$ cat src/rtl/assert_macros.svh
// ----------------------------------------------------------------------------
// assert_macros.svh
// assertion macros shared by the rtl, empty when SYNTHESIS is defined
// ----------------------------------------------------------------------------
`ifndef ASSERT_MACROS_SVH
`define ASSERT_MACROS_SVH

`ifndef SYNTHESIS

// expression must hold at every edge out of reset
`define SFD_ASSERT_ALWAYS(label, clk, rst_n, expr) \
  label: assert property (@(posedge clk) disable iff (!rst_n) (expr)) \
    else $error("assertion failed");

// consequent must hold at the edge after the antecedent
`define SFD_ASSERT_NEXT(label, clk, rst_n, ante, cons) \
  label: assert property (@(posedge clk) disable iff (!rst_n) (ante) |=> (cons)) \
    else $error("assertion failed");

`else

`define SFD_ASSERT_ALWAYS(label, clk, rst_n, expr)
`define SFD_ASSERT_NEXT(label, clk, rst_n, ante, cons)

`endif

`endif

$ cat src/rtl/sfd_ram.sv
// ----------------------------------------------------------------------------
// sfd_ram
// generic single write port ram with registered read
// ----------------------------------------------------------------------------
module sfd_ram #(
  parameter int WIDTH = 16,
  parameter int DEPTH = 33
) (
  input  logic                     clk,
  input  logic                     we,
  input  logic [$clog2(DEPTH)-1:0] waddr,
  input  logic [WIDTH-1:0]         wdata,
  input  logic                     re,
  input  logic [$clog2(DEPTH)-1:0] raddr,
  output logic [WIDTH-1:0]         rdata
);

  logic [WIDTH-1:0] mem [DEPTH];
  logic [WIDTH-1:0] rdata_r;

  always_ff @(posedge clk) begin
    if (we) begin
      mem[waddr] <= wdata;
    end
    if (re) begin
      rdata_r <= mem[raddr];
    end
  end

  assign rdata = rdata_r;

endmodule

$ cat config.mk
export PLATFORM = sky130hd
export DESIGN_NAME = sfd_ram
export DESIGN_NICKNAME = d
export VERILOG_FILES = /design/src/rtl/assert_macros.svh /design/src/rtl/sfd_ram.sv
export SDC_FILE = /design/constraint.sdc
export NUM_CORES = 1
export LEC_CHECK = 0
export BUFFER_PORTS_ARGS = -buffer_cell sky130_fd_sc_hd__buf_4
export CAP_MARGIN = 20
export CELL_PAD_IN_SITES_DETAIL_PLACEMENT = 1
export CELL_PAD_IN_SITES_GLOBAL_PLACEMENT = 2
export CORE_MARGIN = 2
export CORE_UTILIZATION = 54
export CTS_BUF_LIST = sky130_fd_sc_hd__clkbuf_8
export CTS_CLUSTER_SIZE = 12
export DETAILED_ROUTE_END_ITERATION = 10
export PLACE_DENSITY = 0.88
export SYNTH_ARGS = -nofsm -noshare
export SYNTH_HDL_FRONTEND = slang
export SYNTH_SLANG_ARGS = --single-unit
$ cat constraint.sdc
create_clock -name clk -period 3.3 [get_ports clk]
set_input_delay 0.495 -clock clk [delete_from_list [all_inputs] [get_ports clk]]
set_output_delay 0.495 -clock clk [all_outputs]
set_load 0.02 [all_outputs]
# Word level (Yosys, flattened, before mapping)
# Memory sizes are Yosys's and may differ from the RTL's. A register that Yosys moved wholly into a read port is not among the register bits.
# Cells that the tools add are included.
# Widths: inputs -> output; s select.
dict set report totals {
  reg_bits 0
  latch_bits 0
  ram_bits 528
  romBits 0
  inputBits 31
  output_inout_bits 16
  elab_cells 3
  n_memories 1
}
# name words width rd rd_ports_with_merged_regs wr line_no
set mem_list {}
lappend mem_list {mem 33 16 1 1 1 sfd_ram.sv:18} ;# logic [WIDTH-1:0] mem [DEPTH];
dict set report op_classes {
  add_sub_neg 0
  multipliers 0
  div 0
  order_cmp 0
  eq_ne 0
  shifts 0
  muxes 2
  bitwise_logic 0
  reduce_logical 0
}
# operator count
set op_table {}
lappend op_table {{$mux 1} 2}

# Longest topological paths before layout
dict set report logic_depth {
  word_depth 2
  depth_mapped 8
  depth_no_buf 5
}

# Worst setup path after synthesis
# OpenSTA, ideal clock, no wires.
dict set report synth_timing {
  kind {input to register}
  start {in waddr[2]}
  end {mem mem[25][0] (enable)}
  arrival_ps 1723
  t_required_ps 2912
  setup_slack_ps 1189
  cell_stages 2
  n_path_buf 0
  cell_sequence {or3b_2 -> nor2_1}
}
# element line_no
set synth_rtl {}
lappend synth_rtl {{start: declaration} sfd_ram.sv:11} ;# input logic [$clog2(DEPTH)-1:0] waddr,
lappend synth_rtl {{end: declaration} sfd_ram.sv:18}
# Straight into the memory's write port.

==> results by group <==
Layout
  • ANT cells: 0
  • Final net count: roughly 1.3k
  • Commonest non-fill, non-tap cells in the layout: edfxtp_1, mux2i_1, buf_4, clkbuf_8, a22oi_1
  • Layout Utilization: 61.6%
  • Finished Layout Cells: around 1.8k
  • Fraction of layout cells with a size suffix above 1: 16.9%
  • Commonest non-fill, non-tap cell in the layout: edfxtp_1
  • Fin area: between 0.02 and 0.025 sq mm
  • Layout area overhead: 12.3%

Placement
  • Final GP Congestion: between 0.7 and 0.8
  • Place WS: 0.354 ns
  • Placed Area: ~0.022 sq mm
  • Placed cells: approximately 1.7k
  • I/O Buffers: between 40 and 50
  • Post-DP HPWL: ~33000 microns

Pwr
  • Sequential share of power: between 50% and 60%
  • Gate power share: just under 6%
  • Leakage: approximately 8.4 nW
  • Total power: ~14 mW
  • Power Dens Cells: ~570 mW/mm^2
  • Int Power: 10.6 mW
  • Clk pwr share: 37.8%
  • Switching Fraction: a little under a quarter
  • Switch Pwr: slightly above 3 mW
  • Max VDD drop: between 0.4 and 0.5 mV

Floorplanning
  • Rows: between 70 and 80
  • Chip Width: 202 microns
  • Die Y: between 200 and 250 microns
  • Starting Density: 54.8%
  • Num ports: 47
  • Die area: ~0.041 sq mm
  • Area of the core: slightly below 0.04 sq mm

Global route
  • Remaining Overflow, GRT: 0
  • Global-route wire length before repair: 81800 microns
  • Initial antenna violation count: 0
  • Vias in the first global route: between 10k and 15k
  • Largest net degree at the start of global routing: 65
  • Total GRT Usage: approximately 28%

Drt
  • DR vias/cell: between 6 and 7
  • Routed via count: approximately 11k
  • Routed len/inst: between 30 and 40 microns
  • 1st-pass router iterations: 5
  • Routed Antenna Nets: 0
  • DRC errors left: 0
  • Routed WL: between 50000 and 60000 microns
  • Initial DRC Count: between 1k and 1.5k

CTS
  • Post-cts sizing count: 0
  • CTS tree: done
  • CTS Buf Count: between 80 and 90
  • Hold_buf cts: 0
  • H-tree depth: 3
  • Root Buffer Master: clkbuf_8
  • Clk_lat worst skew: around 0.66 ns
  • Sinks on Clock Net: between 500 and 600
  • Max Buffers Root-to-Sink: 3
  • Clock slew at reported path FFs: approximately 0.060 ns
  • Post-CTS Setup Inserts: 0

Timing
  • Fin. max-slew vios: 0
  • Fin worst setup slack: just under 1 ns
  • Final hold vios: 0
  • Period minus WS final: ~2.3 ns
  • Setup violation total in the final timing report: 0
  • Period utilisation layout: 70.5%
  • Fmax: approximately 430 MHz
  • TNS Setup: 0 ns
  • RSZ-0062 raised after global routing: false
  • Worst slew pin tran: between 1 and 1.5 ns
  • Hold slack: 0.258 ns
  • Max-slew headroom: 31.1%
  • Worst Skew: 0.0344 ns

Synthesis
  • Sequential fraction of the synthesis area: around three quarters
  • YS warnings: 0
  • Syn nets: 1163
  • Seq cells post-synth: roughly 540
  • Mapped Cells: around 1.1k
  • Syn avg cell area: ~19 sq um
  • Synthesized cell area: approximately 0.021 sq mm
  • Synth unique cells: 27

Setup path
  • Worst Reg-to-Reg Cells: 5
  • Setup crit start kind: primary input
  • Worst EP arrival: roughly 2.8 ns
  • Crit. End Element: register
  • Crit Path Class: in2reg
  • Reg-to-Reg Start: mem[0][10]
  • R2r setup slk: roughly 1.1 ns
  • Worst R2R End: rdata[10]
  • Worst Setup SP: raddr[2]
  • Worst-path maximum fanout: 34
  • CP Data Required Time: 3.75 ns
  • Critical path endpoint: rdata[10]

Worst hold path
  • Number of cells on the worst hold path: 1
  • Hold Path Class: in2reg

Flow run
  • Max Cap Viol: 0

Run status
  • Status: finished clean
-- logic make-up (layout without fill, tap and decap cells) --
family,after synthesis,count (layout),share of synthesized area (%)
compound gates,192,192,7.31
simple gates,74,74,1.55
mux,256,256,12.1
flops,544,544,76.9
buf+inv,66,251,2.13
-- layer usage --
layer  track usage [%]  vias to the layer above  wire, microns
met4              8.13                        0           1090
li1                  -                     4879              -
met1              37.4                     6062          23000
met3              4.61                       78           3510
met2              46.9                      437          28200
met5                 0                        -              0
-- state kept, by name, summed over array words and instances (netlist names) --
| register | flops |
|---|---|
| mem | 528 |
| rdata | 16 |
-- power groups by stage --
stage               combinational (mW)  clock, mW  sequential, mW
finish                           0.792       5.16            7.70
global route                     0.830       5.53            7.70
CTS                              0.791       5.23            7.70
detailed placement               0.786          0            7.84
global placement                 0.756          0            7.84
floorplan                        0.411          0            7.85
-- Yosys cell counts (all sizes together) --
library cell / instances / share of area (%)
edfxtp: 544 / 77
mux2i: 256 / 12
a22oi: 64 / 2.3
buf: 39 / 1.7
nor2: 36 / 0.64
a21oi: 32 / 0.75
a221oi: 32 / 1.3
a22o: 32 / 1.3
clkbuf: 27 / 0.48
nand2: 20 / 0.35
o22ai: 16 / 0.47
o41ai: 16 / 1.2
nand3b: 4 / 0.14
nor2b: 4 / 0.12
nand3: 3 / 0.071
nand2b: 2 / 0.059
or3b: 2 / 0.083
and2: 1 / 0.029
or2: 1 / 0.029
or3: 1 / 0.029
-- cell type report --
type	instances	area [sq um]
clock buffers	89	1220
clock inverters	56	278
fillers	3349	14900
multi-input cells	522	4470
flip-flops and latches	544	16300
well taps	518	648
repair buffers	106	891
-- critical path, cell delays in order --
cell and delay, ns:
buf_4 0.14, and2_2 0.49, a221oi_1 0.82, o22ai_1 0.39, o41ai_2 0.42
-- worst min path at each step --
stage | from | endpoint | slack, ns
global placement | mem[32][15] | rdata[15] | 0.50
global route | re | rdata[1] | 0.24
floorplan | mem[32][0] | rdata[0] | 0.49
CTS | re | rdata[1] | 0.22
detailed placement | mem[32][6] | rdata[6] | 0.51
finish | re | rdata[10] | 0.26
Power figures use the tool's default switching activity.
