### src/rtl/assert_macros.svh
// ----------------------------------------------------------------------------
// assert_macros.svh
// assertion macros shared by the rtl, empty when SYNTHESIS is defined
// ----------------------------------------------------------------------------
`ifndef ASSERT_MACROS_SVH
`define ASSERT_MACROS_SVH

`ifndef SYNTHESIS

// expression must hold at every edge out of reset
`define SFD_ASSERT_ALWAYS(label, clk, rst_n, expr) \
  label: assert property (@(posedge clk) disable iff (!rst_n) (expr)) \
    else $error("assertion failed");

// consequent must hold at the edge after the antecedent
`define SFD_ASSERT_NEXT(label, clk, rst_n, ante, cons) \
  label: assert property (@(posedge clk) disable iff (!rst_n) (ante) |=> (cons)) \
    else $error("assertion failed");

`else

`define SFD_ASSERT_ALWAYS(label, clk, rst_n, expr)
`define SFD_ASSERT_NEXT(label, clk, rst_n, ante, cons)

`endif

`endif

### src/rtl/sfd_pkg.sv
// ----------------------------------------------------------------------------
// sfd_pkg
// types and constants of the symmetric i/q fir decimator
// ----------------------------------------------------------------------------
package sfd_pkg;

  localparam int MAX_HALF_LENGTH    = 32;
  localparam int NORMAL_HALF_LENGTH = 16;
  localparam int SAMPLE_BITS        = 16;
  localparam int COEF_BITS          = 16;
  localparam int HIST_DEPTH         = 2 * MAX_HALF_LENGTH + 1;
  localparam int COEF_DEPTH         = MAX_HALF_LENGTH + 1;
  localparam int COEF_AW            = $clog2(COEF_DEPTH);
  localparam int STEP_W             = $clog2(HIST_DEPTH + 1);
  localparam int HALF_W             = 6;
  localparam int BASE_SHIFT         = 13;
  localparam int MAX_STRIDE         = 8;
  localparam int PROD_W             = SAMPLE_BITS + COEF_BITS;
  localparam int ACC_W              = PROD_W + $clog2(HIST_DEPTH);
  localparam int OUT_MAX            = 32767;
  localparam int OUT_MIN            = -32768;

  typedef logic signed [ACC_W-1:0]  acc_t;
  typedef logic signed [PROD_W-1:0] prod_t;

  // input word kinds
  typedef enum logic [1:0] {
    KIND_LOAD  = 2'd0,
    KIND_PUSH  = 2'd1,
    KIND_CLEAR = 2'd2
  } sfd_kind_t;

  // configuration register indexes
  localparam logic [1:0] REG_HALF_LENGTH = 2'd0;
  localparam logic [1:0] REG_WIDE_MODE   = 2'd1;
  localparam logic [1:0] REG_SCALING     = 2'd2;
  localparam logic [1:0] REG_STRIDE      = 2'd3;

  typedef enum logic [1:0] {
    ST_IDLE,
    ST_RUN,
    ST_WAIT
  } sfd_state_t;

  typedef struct packed {
    logic signed [SAMPLE_BITS-1:0] i;
    logic signed [SAMPLE_BITS-1:0] q;
  } sample_t;

  // control travelling with each tap through the mac pipeline
  typedef struct packed {
    logic valid;
    logic tap_ok;
    logic first;
    logic last;
  } mac_ctl_t;

endpackage

### src/rtl/sfd_mac.sv
// ----------------------------------------------------------------------------
// sfd_mac
// pipelined i/q multiply-accumulate with final scale and saturation
// ----------------------------------------------------------------------------
module sfd_mac (
  input  logic                                clk,
  input  logic                                rst_n,
  input  sfd_pkg::mac_ctl_t                   ctl,
  input  sfd_pkg::sample_t                    smp,
  input  logic [sfd_pkg::COEF_BITS-1:0]       coef,
  input  logic [3:0]                          scaling,
  input  logic                                take,
  output logic                                res_valid,
  output sfd_pkg::sample_t                    res
);

  sfd_pkg::mac_ctl_t ctl1_r, ctl2_r;
  sfd_pkg::sample_t  smp1_r;
  sfd_pkg::prod_t    prod_i_r, prod_q_r, prod_i_nxt, prod_q_nxt;
  sfd_pkg::acc_t     acc_i_r, acc_q_r;
  logic              res_valid_r;
  logic signed [sfd_pkg::SAMPLE_BITS-1:0] s_i, s_q;
  logic signed [sfd_pkg::COEF_BITS-1:0]   c_s;
  logic [5:0]        shamt;

  function automatic logic signed [15:0] sat16(sfd_pkg::acc_t v);
    logic signed [15:0] r;
    if (v > sfd_pkg::acc_t'(sfd_pkg::OUT_MAX)) begin
      r = 16'sh7fff;
    end else if (v < sfd_pkg::acc_t'(sfd_pkg::OUT_MIN)) begin
      r = 16'sh8000;
    end else begin
      r = v[15:0];
    end
    return r;
  endfunction

  // stage 1: align sample with registered coefficient read
  always_ff @(posedge clk) begin
    if (!rst_n) begin
      ctl1_r <= '0;
      ctl2_r <= '0;
    end else begin
      ctl1_r <= ctl;
      ctl2_r <= ctl1_r;
    end
  end

  always_ff @(posedge clk) begin
    smp1_r <= smp;
  end

  // stage 2: products, taps outside the window add nothing
  always_comb begin
    s_i = smp1_r.i;
    s_q = smp1_r.q;
    c_s = $signed(coef);
    if (ctl1_r.valid && ctl1_r.tap_ok) begin
      prod_i_nxt = s_i * c_s;
      prod_q_nxt = s_q * c_s;
    end else begin
      prod_i_nxt = '0;
      prod_q_nxt = '0;
    end
  end

  always_ff @(posedge clk) begin
    prod_i_r <= prod_i_nxt;
    prod_q_r <= prod_q_nxt;
  end

  // stage 3: accumulate
  always_ff @(posedge clk) begin
    if (ctl2_r.valid) begin
      if (ctl2_r.first) begin
        acc_i_r <= sfd_pkg::acc_t'(prod_i_r);
        acc_q_r <= sfd_pkg::acc_t'(prod_q_r);
      end else begin
        acc_i_r <= acc_i_r + sfd_pkg::acc_t'(prod_i_r);
        acc_q_r <= acc_q_r + sfd_pkg::acc_t'(prod_q_r);
      end
    end
  end

  always_ff @(posedge clk) begin
    if (!rst_n) begin
      res_valid_r <= 1'b0;
    end else if (ctl2_r.valid && ctl2_r.last) begin
      res_valid_r <= 1'b1;
    end else if (take) begin
      res_valid_r <= 1'b0;
    end
  end

  // arithmetic shift rounds toward minus infinity
  assign shamt     = 6'(sfd_pkg::BASE_SHIFT) + 6'(scaling);
  assign res.i     = sat16(acc_i_r >>> shamt);
  assign res.q     = sat16(acc_q_r >>> shamt);
  assign res_valid = res_valid_r;

endmodule

### config.mk
export PLATFORM = sky130hd
export DESIGN_NAME = sfd_mac
export DESIGN_NICKNAME = d
export VERILOG_FILES = /design/src/rtl/assert_macros.svh /design/src/rtl/sfd_pkg.sv /design/src/rtl/sfd_mac.sv
export SDC_FILE = /design/constraint.sdc
export NUM_CORES = 2
export LEC_CHECK = 0
export BUFFER_PORTS_ARGS = -buffer_cell sky130_fd_sc_hd__buf_4
export CORE_ASPECT_RATIO = 1.2
export CORE_MARGIN = 2
export CORE_UTILIZATION = 60
export DETAILED_ROUTE_END_ITERATION = 8
export GPL_TIMING_DRIVEN = 0
export PLACE_DENSITY = 0.77
export SLEW_MARGIN = 20
export SYNTH_ARGS = -nofsm -noshare
export SYNTH_HDL_FRONTEND = slang
export SYNTH_SLANG_ARGS = --single-unit
### constraint.sdc
create_clock -name clk -period 13.1 [get_ports clk]
set_input_delay 0.655 -clock clk [delete_from_list [all_inputs] [get_ports clk]]
set_output_delay 0.655 -clock clk [all_outputs]
set_load 0.02 [all_outputs]
---- Word-level counts from Yosys, hierarchy flattened ----
Cells that the tools add are included.
word-level totals
  bits of input ports ..................... 59
  register bits after elaboration ......... 182
cells by class
  multiply operators ...................... 2
  add/subtract/negate cells ............... 3
  muxes and demuxes ....................... 8
  reductions and logical operators ........ 3
  magnitude comparators ................... 4
  shift-type cells ........................ 2
operators by type and width
  kind                    number
  $add A39 B32 Y39        2
  $gt A39 B16 Y1 const B  2
  $lt A39 B16 Y1 const B  2
  $mux W39                2
  $sshr A39 B5 Y39        2
  $mul A16 B16 Y32        2
  $mux W16                4
  $add A4 B4 Y5 const A   1
  $logic_and A1 B1 Y1     2
  $mux W1                 2
  $reduce_bool A2 Y1      1

---- Logic depth before layout (Yosys ltp) ----
  depth after elaboration ................. 5
  gate-level depth with buffers ........... 25
  mapped depth without buffers ............ 24

---- Least setup slack after synthesis ----
No wires, ideal clock.
  path kind ............................... input to register
  start point ............................. in coef[1] (netlist name)
  end point ............................... reg prod_q_r[31]
  library setup time ...................... 0.115 ns
  cell stages on the path ................. 22
  slack ................................... 6.654 ns
  arrival ................................. 6.331 ns
  path buffers ............................ 1
  path through ............................ clkbuf_1 -> nand2_1 -> inv_1 -> fa_1 -> fa_1 -> fa_1 -> fa_1 -> fa_1 -> inv_1 -> fa_1 -> inv_1 -> ha_1 -> a21o_1 -> a21oi_1 -> o21bai_1 -> a21oi_1 -> o21ai_0 -> a2111o_1 -> a221o_1 -> a21oi_1 -> xnor2_1 -> and2_1
between the ends
  cells in the longest elaborated chain, start to end .. 1
ends and longest elaborated chain
  item                  line           RTL
  from (decl)           sfd_mac.sv:10  input logic [sfd_pkg::COEF_BITS-1:0] coef,
  $mul A16 B16 Y32      sfd_mac.sv:60  prod_q_nxt = s_q * c_s;
  to (signal assigned)  sfd_mac.sv:69  prod_q_r <= prod_q_nxt;
  to (decl)             sfd_mac.sv:19  sfd_pkg::prod_t prod_i_r, prod_q_r, prod_i_nxt, prod_q_nxt;
Every way passes these cells.
A chain may end at the register's enable or synchronous reset.

---- Final worst setup path ----
  start point ............................. reg smp1_r (netlist bit s_i[7])
  end point ............................... reg prod_i_r[31]
between the ends
  cells in the longest elaborated chain, start to end .. 1
ends and longest elaborated chain
  item                    line           RTL
  from (decl)             sfd_mac.sv:18  sfd_pkg::sample_t smp1_r;
  from (signal assigned)  sfd_mac.sv:50  smp1_r <= smp;
  $mul A16 B16 Y32        sfd_mac.sv:59  prod_i_nxt = s_i * c_s;
  to (signal assigned)    sfd_mac.sv:68  prod_i_r <= prod_i_nxt;
  to (decl)               sfd_mac.sv:19
Every way passes these cells.

==> impl_summary.md <==
Clock network
The number of setup buffers added after CTS is 0. Clock-pin slew was measured on the worst setup and hold paths at 90 ps. The number of resized instances in the post-cts repair step is 0. At the later pin of the worst-skew pair, clock insertion delay measures 520 ps. The clock tree root buffer cell is sky130_fd_sc_hd__clkbuf_16. TritonCTS built the clock tree.

TritonCTS created 17 clock buffers. The H-tree depth reported by CTS is 4. CTS saw 182 sinks. The deepest clock path buffer count is 2. The number of hold buffers added after CTS is 0.

Layout
The number of standard cells in the layout, taps in and fillers out is 4588. The post-route cell area is 0.0356 mm2. Of the cells placed in the final design, the portion with a size suffix greater than 1 is 6.39%.

The library cells used most frequently in the layout, excluding fill and tap cells, are sky130_fd_sc_hd__inv_1, sky130_fd_sc_hd__fa_1, sky130_fd_sc_hd__nand2_1. The library cell used most frequently in the layout, excluding fill and tap cells, is sky130_fd_sc_hd__inv_1. 0 antenna diodes ended up in the layout. The area growth from synthesis to layout is 6.69%. The final layout contains 4681 nets.

Critical path
The largest delay contributor family on the critical path is adder cells. The number of buffers and inverters on the critical path is 6. On the worst path, the slowest cell contributes a delay of 680 ps.

The worst path required time is 13490 ps. The cell count of the worst reg-to-reg path is 23. The startpoint of the most critical register-to-register path is s_i[7]. STA classifies the critical path endpoint as a flip-flop.

In this run the critical register-to-register path is captured at prod_i_r[31]. STA classifies the critical path startpoint as a flip-flop. Along the worst path, the maximum fanout reaches 10. The worst setup path is of the flip-flop to flip-flop kind. Walking the worst path, the cells encountered are clkbuf_1, nand2_1, fa_1, inv_1, fa_1, inv_1, fa_1, inv_1, fa_1, fa_1, inv_1, fa_1, inv_1, ha_1, a21o_1, a21o_1, a21oi_1, o21ai_1, o311ai_0, nand3_1, a41oi_1, xnor2_1, nor2_1. The worst-case register-to-register setup slack is 5520 ps. The worst path arrival time is 7970 ps. The standard cell with the maximum stage delay on the critical path is sky130_fd_sc_hd__fa_1.

Among the stages of the critical path, the cell type that occurs most often is sky130_fd_sc_hd__fa_1.

Min path
The worst min-delay path endpoint is s_i[12]. The worst hold path begins at smp[28]. The class of the worst hold path is input port to flip-flop. The worst hold path stage count is 1.

Placement
After detailed placement, the design holds a cell count of 4556. The cell area after placement is 0.0350 mm2. The number of I/O port buffers is 90. Summed over all nets, the half-perimeter wirelength after detailed placement is 80400 um. The congestion estimate from routability-driven global placement came to 1.03.

Timing
The headroom to the max-slew limit is 25.3%. The post-route minimum period is 7580 ps. The post-route clock period utilization is 57.9%. The final number of hold-violating endpoints is 0.

The transition time at the pin with the least slew margin is 1120 ps. Between clock sinks in the finished design, the worst skew comes to 21.7 ps. Setup violations remaining at the end of the flow were counted as 0. The final number of max-transition violations is 0. Setup repair after global routing left no endpoint under its margin. Timing would allow up to 132 MHz.

For the final routed database, the setup TNS stands at 0 ps.

Logic synthesis
The count of distinct cell types in the synthesized netlist is 90. The register bit count reported by yosys is 182. The cell area after technology mapping is 0.0334 mm2. The number of instances in the synthesized netlist is 3745. The number of enable flip-flop cells after synthesis is 78. The top flip-flop cell by instance count after synthesis is sky130_fd_sc_hd__dfxtp_1. The mean area per synthesized cell is 8.91 um2. Of the synthesized area, sequential elements account for 13.3%. The yosys synthesis warning count is 0. The number of nets produced by synthesis is 4571. For this run, asynchronously set or reset flops after synthesis account for 0%.

GRT
The aggregate global-route resource usage is 34.9%. The first global-routing pass estimated 153000 um of wire. The global-route track usage on met2 is 59.5%. Global routing finished with a remaining overflow of 0. The layer carrying the most global-route usage is met2. The number of global-route vias before repair came to 28400. The met1 usage in global routing is 40.6%. Global routing consumed, on the met3 layer, 5.73% of the routing resources. Entering global routing, the biggest net connects 44 pins. The initial antenna violation count is 2.

Pwr
The overall power of the completed layout is 10.2 mW. The maximum resistive drop on vdd is 0.742 mV. The power density over the cells is 286 mW/mm2. For this design the static power due to leakage is 17.0 nW.

Drt
For this block, the initial DRC count from the detailed router was 2047. For this run, the detailed router's first-pass iteration total came to 8. The count of nets left with antenna violations once routing finished came out at 0.

The routed length per instance is 21.2 um. The via density per instance is 5.94. The number of vias in the routed layout is 27300. For this run, design rule violations remaining after detail routing come to 0. The final layout contains routed wiring with a total length of 97200 um.

Floorplanning
Row generation in the floorplan step produced 94 rows. The floorplan die width is 219 um. The floorplan step defined a die boundary enclosing 0.0575 mm2. 92 I/O pins were placed. The total area inside the core boundary comes to 0.0549 mm2.

Once the floorplan was initialized, standard cells occupied 60.8% of the core. The vertical die dimension is 262 um.

Job
The max-capacitance violation count is 0.

Outcome
The run finished with clean final reports.
## sequential cells by signal, indices dropped and copies added (netlist names)
register,cells
s_i,16
ctl2_r,3
acc_q_r,39
s_q,16
ctl1_r,4
prod_q_r,32
prod_i_r,32
acc_i_r,39
res_valid,1
## cells by family (layout without fill, tap and decap cells)
family                   Yosys count  in the layout  share of synthesized area (%)
AND/OR/NAND/NOR                 1125           1125                           16.2
buffers and inverters            782            905                           9.09
adder cells (fa/ha/maj)          767            767                           40.6
AO/OA/AOI/OAI                    632            632                           11.9
flip-flops                       182            182                           13.3
XOR/XNOR                         134            134                           3.60
multiplexers                     123            123                           5.31
## area by class of cell
type | instances | area (um2)
tap | 720 | 901
multi-input combinational | 2781 | 25900
sequential | 182 | 4430
clock buffer | 17 | 425
inverter | 608 | 2280
fill | 4653 | 19300
timing repair buffer | 91 | 703
buffer | 174 | 751
clock inverter | 15 | 199
## worst max path at each step
stage / slack, ps / cells after the start / end / start
after floorplan: 6650 / 22 / prod_q_r[31] / coef[1]
after global placement: 5420 / 21 / prod_i_r[31] / coef[1]
after detailed placement: 5300 / 21 / prod_i_r[31] / coef[1]
after CTS: 5730 / 23 / prod_i_r[31] / s_i[7]
after global routing: 5300 / 23 / prod_i_r[31] / s_i[7]
final: 5520 / 23 / prod_i_r[31] / s_i[7]
## routing by layer
metal | routed length (um) | vias to the layer above
li1 | - | 12300
met1 | 35200 | 13300
met2 | 48000 | 1224
met3 | 6790 | 395
met4 | 7200 | 2
met5 | 13 | -
## power by group
part / switching (mW) / internal, mW
clock network: 0.291 / 0.277
registers: 0.0574 / 0.657
logic: 5.18 / 3.74
total: 5.53 / 4.67
## per-stage QoR
step	setup WS, ps	util [%]	hold slack (ps)
6_report	5520	64.8	230
5_1_grt	5300	64.8	219
4_1_cts	5730	64.8	215
3_5_place_dp	5300	63.7	418
3_3_place_gp	5420	63.6	416
2_1_floorplan	6650	-	412
## cell usage after synthesis, drive strengths merged, types with 7 or more instances
| library cell | count | area share (%) |
|---|---|---|
| a21o | 79 | 1.8 |
| o31ai | 8 | 0.19 |
| nand4 | 22 | 0.43 |
| nor2b | 19 | 0.36 |
| nor2 | 174 | 2.0 |
| and3 | 20 | 0.37 |
| a31oi | 27 | 0.52 |
| mux2i | 60 | 1.8 |
| ha | 241 | 9.0 |
| o211ai | 25 | 0.56 |
| nand2 | 479 | 5.4 |
| nor3b | 9 | 0.20 |
| clkbuf | 133 | 1.5 |
| dfxtp | 104 | 6.2 |
| nand3 | 28 | 0.42 |
| a211oi | 21 | 0.47 |
| o22ai | 8 | 0.15 |
| nor4 | 8 | 0.21 |
| o21ai | 192 | 2.9 |
| a211o | 7 | 0.18 |
| or3 | 9 | 0.17 |
| nand2b | 41 | 0.79 |
| and2 | 269 | 5.0 |
| a21boi | 7 | 0.16 |
| mux4 | 41 | 2.8 |
| edfxtp | 78 | 7.0 |
| o21bai | 24 | 0.54 |
| xor2 | 54 | 1.5 |
| mux2 | 22 | 0.74 |
| a21oi | 158 | 2.4 |
| nor3 | 28 | 0.42 |
| xnor2 | 80 | 2.1 |
| fa | 526 | 32 |
| buf | 41 | 0.75 |
| inv | 608 | 6.8 |
| o21a | 31 | 0.70 |
Note: power is estimated with default switching activity, not from simulation.
