$ cat src/rtl/assert_macros.svh
// ----------------------------------------------------------------------------
// assert_macros.svh
// assertion macros shared by the rtl, empty when SYNTHESIS is defined
// ----------------------------------------------------------------------------
`ifndef ASSERT_MACROS_SVH
`define ASSERT_MACROS_SVH

`ifndef SYNTHESIS

// expression must hold at every edge out of reset
`define SFD_ASSERT_ALWAYS(label, clk, rst_n, expr) \
  label: assert property (@(posedge clk) disable iff (!rst_n) (expr)) \
    else $error("assertion failed");

// consequent must hold at the edge after the antecedent
`define SFD_ASSERT_NEXT(label, clk, rst_n, ante, cons) \
  label: assert property (@(posedge clk) disable iff (!rst_n) (ante) |=> (cons)) \
    else $error("assertion failed");

`else

`define SFD_ASSERT_ALWAYS(label, clk, rst_n, expr)
`define SFD_ASSERT_NEXT(label, clk, rst_n, ante, cons)

`endif

`endif

$ cat src/rtl/sfd_pkg.sv
// ----------------------------------------------------------------------------
// sfd_pkg
// types and constants of the symmetric i/q fir decimator
// ----------------------------------------------------------------------------
package sfd_pkg;

  localparam int MAX_HALF_LENGTH    = 32;
  localparam int NORMAL_HALF_LENGTH = 16;
  localparam int SAMPLE_BITS        = 16;
  localparam int COEF_BITS          = 16;
  localparam int HIST_DEPTH         = 2 * MAX_HALF_LENGTH + 1;
  localparam int COEF_DEPTH         = MAX_HALF_LENGTH + 1;
  localparam int COEF_AW            = $clog2(COEF_DEPTH);
  localparam int STEP_W             = $clog2(HIST_DEPTH + 1);
  localparam int HALF_W             = 6;
  localparam int BASE_SHIFT         = 13;
  localparam int MAX_STRIDE         = 8;
  localparam int PROD_W             = SAMPLE_BITS + COEF_BITS;
  localparam int ACC_W              = PROD_W + $clog2(HIST_DEPTH);
  localparam int OUT_MAX            = 32767;
  localparam int OUT_MIN            = -32768;

  typedef logic signed [ACC_W-1:0]  acc_t;
  typedef logic signed [PROD_W-1:0] prod_t;

  // input word kinds
  typedef enum logic [1:0] {
    KIND_LOAD  = 2'd0,
    KIND_PUSH  = 2'd1,
    KIND_CLEAR = 2'd2
  } sfd_kind_t;

  // configuration register indexes
  localparam logic [1:0] REG_HALF_LENGTH = 2'd0;
  localparam logic [1:0] REG_WIDE_MODE   = 2'd1;
  localparam logic [1:0] REG_SCALING     = 2'd2;
  localparam logic [1:0] REG_STRIDE      = 2'd3;

  typedef enum logic [1:0] {
    ST_IDLE,
    ST_RUN,
    ST_WAIT
  } sfd_state_t;

  typedef struct packed {
    logic signed [SAMPLE_BITS-1:0] i;
    logic signed [SAMPLE_BITS-1:0] q;
  } sample_t;

  // control travelling with each tap through the mac pipeline
  typedef struct packed {
    logic valid;
    logic tap_ok;
    logic first;
    logic last;
  } mac_ctl_t;

endpackage

$ cat src/rtl/sfd_cell.sv
// ----------------------------------------------------------------------------
// sfd_cell
// one history cell of the delay chain, holds one i/q sample
// ----------------------------------------------------------------------------
module sfd_cell (
  input  logic             clk,
  input  logic             rst_n,
  input  logic             clear,
  input  logic             shift,
  input  sfd_pkg::sample_t d,
  output sfd_pkg::sample_t q
);

  sfd_pkg::sample_t q_r;

  always_ff @(posedge clk) begin
    if (!rst_n || clear) begin
      q_r <= '0;
    end else if (shift) begin
      q_r <= d;
    end
  end

  assign q = q_r;

endmodule

$ cat config.mk
export PLATFORM = sky130hd
export DESIGN_NAME = sfd_cell
export DESIGN_NICKNAME = d
export VERILOG_FILES = /design/src/rtl/assert_macros.svh /design/src/rtl/sfd_pkg.sv /design/src/rtl/sfd_cell.sv
export SDC_FILE = /design/constraint.sdc
export NUM_CORES = 1
export LEC_CHECK = 0
export BUFFER_PORTS_ARGS = -buffer_cell sky130_fd_sc_hd__buf_2
export CAP_MARGIN = 20
export CORE_AREA = 3 3 56 58
export DETAILED_ROUTE_END_ITERATION = 7
export DIE_AREA = 0 0 59 61
export GPL_ROUTABILITY_DRIVEN = 0
export PLACE_DENSITY = 0.83
export REMOVE_ABC_BUFFERS = 1
export SLEW_MARGIN = 40
export SYNTH_ARGS = -nofsm -noshare
export SYNTH_HDL_FRONTEND = slang
export SYNTH_SLANG_ARGS = --single-unit
export TNS_END_PERCENT = 20
$ cat constraint.sdc
create_clock -name clk -period 1.32 [get_ports clk]
set_input_delay 0.066 -clock clk [delete_from_list [all_inputs] [get_ports clk]]
set_output_delay 0.066 -clock clk [all_outputs]
set_load 0.02 [all_outputs]
Word level (Yosys, flattened, before mapping):

Index checks and enable logic that the tools add are counted.

* word-level logic and storage cells: 4
* output and inout bits: 32
* bits of input ports: 36
* flip-flop bits (word level): 32

* reduce and logical (&&, ||, !) cells: 2

Operator list (number)
* $logic_not A1 Y1: 1
* $logic_or A1 B1 Y1: 1

Depth between registers and ports, before layout:

Gate-level depths: netlist of the first run.

* depth in word-level cells: 2
* gate-level depth with buffers: 4
* gate-level depth less buffers: 2

Least setup slack after synthesis of the first run:

Ideal clock, no wire load.

* path type: input port to flip-flop
* from: input port shift
* to: register q_r, in the netlist q[0]
* path slack: 0.672 ns
* arrival: 0.531 ns
* data required time: 1.203 ns
* library setup time: 0.117 ns
* stages on the path: 4
* path buffers: 2
* cell sequence: buf_6 -> buf_12 -> mux2i_1 -> nor2_1

RTL lines
* start, declared: RTL line sfd_cell.sv:9 `input logic shift,`
* end signal, assigned: RTL line sfd_cell.sv:18 `q_r <= '0;`
* end signal, assigned: RTL line sfd_cell.sv:20 `q_r <= d;`
* end, declared: RTL line sfd_cell.sv:14 `sfd_pkg::sample_t q_r;`

Final worst setup path of the first run:

* from: register q_r, in the netlist q[19]
* to: output port q[19] in the netlist's numbering

RTL lines
* end, declared: RTL line sfd_cell.sv:11 `output sfd_pkg::sample_t q`

No word-level cell between the ends.

==> metrics.csv, run 1 <==
metric,value,unit
number of synthesized register bits,32,
Via density,4.65,
post-route cell area,1860,µm²
diodes inserted,0,
core area,2710,µm²
Final setup viols,0,
Die Width,59,µm
cell area after placement,1490,µm²
grt ovf,0,
Mapped Avg Cell Area,11.3,µm²
num ports,68,
Post-DRT Antenna Nets,0,
Worst Clk Skew,0,ps
Worst Path Max Fanout,2,
RR Endpoint,q[19]$_SDFFE_PP0P_,
crit path cell chain,buf_2,
pre-CTS worst setup slack,484,ps
Rows,19,
vias in the first global route,1156,
WP data arrival,900,ps
P_leak,0.982,nW
first drt pass iteration count,4,
CTS Root Cell,clkbuf_4,
status,finished clean,
"Slew Viols, Final",0,
crit start category,flop,
1st-iter DRT viols,25,
FMAX,1030,MHz
initial antenna violation count,0,
Post-Syn Area,1170,µm²
peak supply drop,0.829,mV
via count,1098,
wire per inst,14.2,µm
family with the most delay on the worst path,flip-flops,
PnR worst setup slack,350,ps
WHS,15.4,ps
Final #Nets,240,
fin crit share,73.5,%
Slew @ Worst Pin,310,ps
largest net degree at the start of global routing,33,
Inst Count DP,197,
DRC,0,
# H-tree levels,2,
number of cells on the critical path,1,
most frequent cells in the layout,"buf_2, mux2i_1, nor2_1, dfxtp_1, dlygate4sd3_1",
clock-pin slew on the worst setup and hold paths,110,ps
GR Layer Usage met3,9.15,%
Critical Path Sink Type,output pin,
Die Ht,61,µm
TNS Setup,0,ps
worst stage delay on the critical path,390,ps
worst hold path class,primary input to flop,
Cell variety after synth,7,
overall power,1.93,mW
Worst EP required,1250,ps
CP Launch Point,q[19]$_SDFFE_PP0P_,
non-filler instance count after layout,236,
RSZ-0062 raised after global routing,no,
"Min Clock Period, post-route",970,ps
FF-to-FF path depth,2,
reg-to-reg startpoint,q[19]$_SDFFE_PP0P_,
IO Port Bufs,67,
Slew headroom,79.4,%
CTS tree,yes,
Synth warnings,0,
GR met2 Demand/Resource,34.9,%
total wire length,3350,µm
met1 track demand over resource,23.9,%
Max Root-Sink Buffers,2,
share of layout cells above drive strength 1,37.6,%
endpoints failing hold,0,
number of flip-flops in the largest register,32,
GRT Resource Usage Total,20.8,%
Crit-path slowest cell,dfxtp_1,
WS Path Type,flop to output pin,
fill count,215,
CTS sink count,32,
Worst R2R Setup Slack,580,ps
max-cap violations,0,
register area share after synthesis,54.6,%
Initial Utilization,43.3,%
Area Growth Syn to Fin,58.5,%
Power Dens Cells,1030,nW/µm²
hpwl dp,1920,µm
Synth Instances,104,
fin util,68.7,%
total setup buffers inserted after CTS,0,
first-pass GRT wire length,5400,µm
"leading cell type in the layout, fill and taps excluded",buf_2,
end of the critical path,q[19],
Num CTS Buffers,5,
die area,3600,µm²
GRT busiest layer,met2,
Critical path buffers and inverters,1,
Clock Latency Late Sink,320,ps
synth_stat cells:
master,n,area (µm²)
buf_12,3,60.1
nand2b_1,1,6.26
dfxtp_1,32,641
nor2_1,32,120
buf_2,3,15.0
buf_6,1,11.3
mux2i_1,32,320
where the power goes:
group	leakage (nW)	internal [mW]	total, mW	switching [mW]
sequential	0.261	0.997	1.01	0.0172
clock	0.0380	0.253	0.590	0.337
combinational	0.683	0.174	0.321	0.147
cell type report:
class / count / area, µm² / share of cell area, %
clock inverter: 2 / 10.0 / 0.538
multi-input combinational: 65 / 447 / 24.0
clock buffer: 6 / 51.3 / 2.76
timing repair buffer: 100 / 673 / 36.2
sequential: 32 / 641 / 34.4
tap: 31 / 38.8 / 2.08
cell families after synthesis:
family        share of synthesized area, %
flops                                 54.6
buf+inv                               7.36
mux                                   27.3
simple gates                          10.8
repair_timing:
item                                   4_1_cts  5_1_grt
endpoints found under the hold margin       31        0
resized for setup                            0        0
hold buffers                                31        0
per-layer routing:
metal	wire length, µm	share of wire, %
met1	1350	40
met2	1670	50
met3	290	8.7
met5	0	0
met4	44	1.3
worst min-delay path by stage:
| stage | from | slack, ps | to | cells past startpoint |
|---|---|---|---|---|
| floorplan | d[0] | 210 | q[0]$_SDFFE_PP0P_ | 2 |
| global placement | d[21] | 300 | q[21]$_SDFFE_PP0P_ | 3 |
| detailed placement | d[0] | 310 | q[0]$_SDFFE_PP0P_ | 3 |
| CTS | d[24] | 4 | q[24]$_SDFFE_PP0P_ | 3 |
| global route | d[24] | 20 | q[24]$_SDFFE_PP0P_ | 3 |
| finish | d[24] | 20 | q[24]$_SDFFE_PP0P_ | 3 |
(Power assumes the default switching activity.)
==> run 2: changes to the inputs <==
--- a/config.mk
+++ b/config.mk
@@ -5,13 +5,14 @@
 export SDC_FILE = /design/constraint.sdc
 export NUM_CORES = 1
 export LEC_CHECK = 0
+export ABC_AREA = 1
 export BUFFER_PORTS_ARGS = -buffer_cell sky130_fd_sc_hd__buf_2
 export CAP_MARGIN = 20
-export CORE_AREA = 3 3 56 58
+export CORE_AREA = 3 3 58 60
 export DETAILED_ROUTE_END_ITERATION = 7
-export DIE_AREA = 0 0 59 61
+export DIE_AREA = 0 0 61 63
 export GPL_ROUTABILITY_DRIVEN = 0
-export PLACE_DENSITY = 0.83
+export PLACE_DENSITY = 0.81
 export REMOVE_ABC_BUFFERS = 1
 export SLEW_MARGIN = 40
 export SYNTH_ARGS = -nofsm -noshare
==> constraint.sdc (replaced) <==
create_clock -name clk -period 0.9 [get_ports clk]
set_input_delay 0.045 -clock clk [delete_from_list [all_inputs] [get_ports clk]]
set_output_delay 0.045 -clock clk [all_outputs]
set_load 0.02 [all_outputs]
==> run 2 against run 1 <==
Effect of this change: synthesized cell count up 36%; clock power up 110%; largest cell class unchanged; worst setup slack worse by 330 ps; register-to-register slack worse by 330 ps; clock-buffer cell count up 1; first-iteration DRC count up 44%; power up 69%.
==> metrics.csv, run 2 <==
metric,value,unit
crit start category,flop,
register area share after synthesis,51.8,%
Post-DRT Antenna Nets,0,
max-cap violations,0,
Die Width,61,µm
P_leak,0.945,nW
Cell variety after synth,11,
GRT Resource Usage Total,21.3,%
Initial Utilization,41.5,%
hpwl dp,2050,µm
first-pass GRT wire length,6070,µm
Hold Crit Depth,4,
Mapped Avg Cell Area,8.77,µm²
Worst Path Max Fanout,2,
Max Root-Sink Buffers,2,
Slew @ Worst Pin,212,ps
wire per inst,14.7,µm
fraction of registers with async set/reset,0,%
Post-Synth XOR/XNOR Area,0,%
most frequent cells in the layout,"nand2_1, buf_2, dlygate4sd3_1",
WS Path Type,flop to output pin,
RSZ-0062 raised after global routing,yes,
Post-Syn Area,1240,µm²
Die Ht,63,µm
CTS Root Cell,clkbuf_4,
Worst Clk Skew,0,ps
Critical Path Sink Type,output pin,
status,finished clean,
Num CTS Buffers,5,
worst stage delay on the critical path,370,ps
peak supply drop,1.08,mV
number of synthesized register bits,32,
TNS Setup,0,ps
main combinational cell family by area after synthesis,simple AND/OR/NAND/NOR gates,
Synth Area in Compound Gates,16.3,%
Post-synth EDFFs,0,
RR Endpoint,q[31]$_SDFFE_PP0P_,
Synth warnings,0,
main flop type after synthesis,dfxtp_1,
reg-to-reg startpoint,q[31]$_SDFFE_PP0P_,
Power Dens Cells,1520,nW/µm²
vias in the first global route,1339,
Worst EP required,850,ps
cell area after placement,1550,µm²
worst hold path class,primary input to flop,
crit path cell chain,buf_6,
DRC,0,
CTS tree,yes,
# H-tree levels,2,
fin crit share,97.7,%
CTS sink count,32,
"leading cell type in the layout, fill and taps excluded",nand2_1,
Critical path buffers and inverters,1,
initial antenna violation count,0,
Clock Latency Late Sink,340,ps
Area Growth Syn to Fin,73.0,%
Yosys top cell area share,51.8,%
Rows,20,
Synth area leaders,"dfxtp_1, nand2_1, a21oi_1, a21oi_2, nand2_2",
IO Port Bufs,67,
post-route cell area,2140,µm²
via count,1303,
Worst R2R Setup Slack,250,ps
die area,3840,µm²
Synth Instances,141,
share of layout cells above drive strength 1,53.9,%
Slew headroom,85.8,%
WP data arrival,830,ps
Hold Startpoint,rst_n,
adder-cell area share of the yosys netlist,0,%
"Min Clock Period, post-route",879,ps
number of flip-flops in the largest register,32,
Final #Nets,276,
overall power,3.26,mW
FF-to-FF path depth,2,
grt ovf,0,
num ports,68,
"Slew Viols, Final",0,
first drt pass iteration count,4,
clock-pin slew on the worst setup and hold paths,110,ps
most frequent cell after synthesis,nand2_1,
PnR worst setup slack,20.8,ps
Final setup viols,0,
hold endpoint,q[23]$_SDFFE_PP0P_,
core area,2980,µm²
Via density,4.74,
leading area contributor after synthesis,dfxtp_1,
1st-iter DRT viols,36,
Crit-path slowest cell,dfxtp_2,
pre-CTS worst setup slack,186,ps
total wire length,4040,µm
endpoints failing hold,0,
FMAX,1140,MHz
family with the most delay on the worst path,flip-flops,
mux cell area share after synthesis,0,%
leading cell types by count after synthesis,"nand2_1, dfxtp_1, a21oi_1",
largest net degree at the start of global routing,33,
Simple-Gate Fraction of Synth Area,21.8,%
## run 2: changes by cell type after synthesis, moves of 10 or more
cell and change:
a21oi_1 +21, a21oi_2 +11, mux2i_1 -32, nand2_1 +55, nand2_2 +10, nor2_1 -32
## run 2: where the power goes
group	total, mW	internal [mW]	switching (mW)
clock	1.24	0.738	0.503
sequential	1.50	1.47	0.0307
combinational	0.517	0.272	0.245
## run 2: worst max path at each step
stage                        from                  to  slack [ps]  depth (start not counted)
2_1_floorplan               clear   q[0]$_SDFFE_PP0P_         -50                          3
3_3_place_gp                shift  q[18]$_SDFFE_PP0P_         220                          4
3_5_place_dp                shift   q[1]$_SDFFE_PP0P_         190                          4
4_1_cts        q[19]$_SDFFE_PP0P_               q[19]          -1                          1
5_1_grt        q[20]$_SDFFE_PP0P_               q[20]         -20                          1
6_report       q[21]$_SDFFE_PP0P_               q[21]          20                          1
## run 2: metal layers
layer | vias to the layer above | track usage, % | share of wire (%)
li1 | 645 | - | -
met1 | 592 | 21.4 | 35
met2 | 52 | 38.8 | 57
met3 | 14 | 5.37 | 4.2
met4 | 0 | 10.3 | 3.5
met5 | - | 0 | 0
## run 2: cell type report
type                       instances  area [µm²]
antenna                            1        2.50
sequential                        32         678
fill                             223         840
multi-input combinational         97         470
timing repair buffer             102         836
clock inverter                     1        30.0
clock buffer                       7        65.1
tap                               33        41.3
inverter                           2        15.0
## run 2: logic make-up after synthesis
kind of cell           after synthesis
DFF                                 32
buffers and inverters               12
AOI/OAI and AO/OA                   32
and+or+nand+nor                     65
## run 2: through the flow
stage	hold WS [ps]	std cells	util [%]
floorplan	185	131	-
global placement	298	234	52.1
detailed placement	304	234	52.1
CTS	150	274	67.3
global route	180	274	71.7
finish	171	275	71.8
## run 2: timing repair
action,in CTS,in global routing
hold endpoints to repair,32,0
resized for setup,17,59
hold buffers,32,0
endpoints found under the setup margin,13,32
setup buffers,0,0
==> run 3: changes to the inputs <==
--- a/config.mk
+++ b/config.mk
@@ -8,11 +8,11 @@
 export ABC_AREA = 1
 export BUFFER_PORTS_ARGS = -buffer_cell sky130_fd_sc_hd__buf_2
 export CAP_MARGIN = 20
-export CORE_AREA = 3 3 58 60
+export CORE_AREA = 3 3 80 44
 export DETAILED_ROUTE_END_ITERATION = 7
-export DIE_AREA = 0 0 61 63
+export DIE_AREA = 0 0 83 47
 export GPL_ROUTABILITY_DRIVEN = 0
-export PLACE_DENSITY = 0.81
+export PLACE_DENSITY = 0.76
 export REMOVE_ABC_BUFFERS = 1
 export SLEW_MARGIN = 40
 export SYNTH_ARGS = -nofsm -noshare
==> run 3 against run 2 <==
Effect of this change: sequential share of layout area up 7.2 points; register-to-register slack better by 50 ps; wire length fell by 28%; critical path type unchanged; maximum frequency increased by 3.5%; sequential cell count unchanged; largest cell class is now registers; highest routed layer unchanged; final cell count down 9.8%; global-route usage fell by 6.3 points; sequential power about the same; cell area decreased by 23%.
==> metrics.csv, run 3 (synthesis results as in run 2) <==
metric,value,unit
status,finished clean,
diodes inserted,0,
wire per inst,11.8,µm
worst hold path class,primary input to flop,
number of flip-flops in the largest register,32,
Num CTS Buffers,5,
TNS Setup,0,ps
Critical path buffers and inverters,1,
first-pass GRT wire length,4560,µm
clock-pin slew on the worst setup and hold paths,60,ps
hold_buf cts,0,
num ports,68,
vias in the first global route,1049,
hpwl dp,2030,µm
CTS Root Cell,clkbuf_8,
# H-tree levels,2,
crit start category,flop,
Area Growth Syn to Fin,33.2,%
area of the multi-input gates,470,µm²
most frequent cells in the layout,"buf_2, nand2_1, dfxtp_1",
"Min Clock Period, post-route",850,ps
share of layout cells above drive strength 1,46.6,%
Worst Path Max Fanout,2,
WP data arrival,800,ps
crit path cell chain,buf_2,
fin crit share,94.4,%
Max Root-Sink Buffers,2,
Power Dens Cells,1800,nW/µm²
fill count,281,
Worst Clk Skew,0,ps
Initial Utilization,42.5,%
P_leak,0.776,nW
worst stage delay on the critical path,350,ps
peak supply drop,0.651,mV
Slew @ Worst Pin,207,ps
core area,2910,µm²
Final #Nets,243,
total wire length,2920,µm
"Slew Viols, Final",0,
grt ovf,0,
GRT Resource Usage Total,15.0,%
first drt pass iteration count,5,
post-route cell area,1650,µm²
endpoints failing hold,0,
cell area after placement,1550,µm²
WS Path Type,flop to output pin,
FF/Latch Area,641,µm²
Die Ht,47,µm
1st-iter DRT viols,96,
die area,3900,µm²
RSZ-0062 raised after global routing,no,
CTS tree,yes,
CTS sink count,32,
IO Port Bufs,67,
Clock Latency Late Sink,280,ps
"leading cell type in the layout, fill and taps excluded",buf_2,
Slew headroom,86.2,%
Worst EP required,850,ps
FMAX,1180,MHz
DRC,0,
Die Width,83,µm
initial antenna violation count,0,
family with the most delay on the worst path,flip-flops,
Post-DRT Antenna Nets,0,
Final setup viols,0,
max-cap violations,0,
largest net degree at the start of global routing,33,
Rows,14,
Critical Path Sink Type,output pin,
via count,1124,
Crit-path slowest cell,dfxtp_1,
Via density,4.53,
run 3: cell types whose count changed in the layout (fill, tap and decap cells not counted), sizes merged:
| cell | before | now |
|---|---|---|
| dlygate4sd3 | 32 | 0 |
| clkbuf | 7 | 8 |
| bufinv | 1 | 0 |
| buf | 70 | 69 |
| diode | 1 | 0 |
run 3: routing by layer:
layer,up-vias,share of wire [%],track usage [%]
met5,-,0,0
met4,0,1.7,8.14
met3,7,4.1,5.25
met2,22,54,29.1
met1,518,40,15.1
li1,577,-,-
run 3: layout make-up:
type                       count  area share, %
clock buffer                   8           5.47
inverter                       2          0.912
multi-input combinational     97           28.6
sequential                    32           38.9
tap                           40           3.04
timing repair buffer          69           23.1
run 3: timing repair:
item | 4_1_cts | 5_1_grt
hold endpoints to repair | 0 | 0
resized for setup | 0 | 2
buffers inserted | 0 | 0
setup endpoints to repair | 0 | 2
run 3: path summary, 6_finish.rpt:
kind,from,end,slack [ps],cells past startpoint
min,d[3],q[3]$_SDFFE_PP0P_,10,3
max,q[23]$_SDFFE_PP0P_,q[23],50,1
min reg2reg,q[31]$_SDFFE_PP0P_,q[31]$_SDFFE_PP0P_,450,2
max reg2reg,q[23]$_SDFFE_PP0P_,q[23]$_SDFFE_PP0P_,300,2
run 3: through the flow:
stage          util [%]  total power [mW]  hold slack [ps]  std cells  worst slack, ps
3_3_place_gp       53.4              1.87              299        240              178
4_1_cts            56.5              2.98             6.49        248             31.4
2_1_floorplan         -              1.69              185        131            -49.4
3_5_place_dp       53.4              1.87              303        240              147
5_1_grt            56.6              3.09             7.64        248             9.24
6_report           56.6              2.96             11.3        248             50.3
run 3: report_power, final:
part | switching, mW | total (mW) | internal (mW)
sequential | 0.0228 | 1.48 | 1.46
combinational | 0.212 | 0.356 | 0.144
clock | 0.493 | 1.12 | 0.623
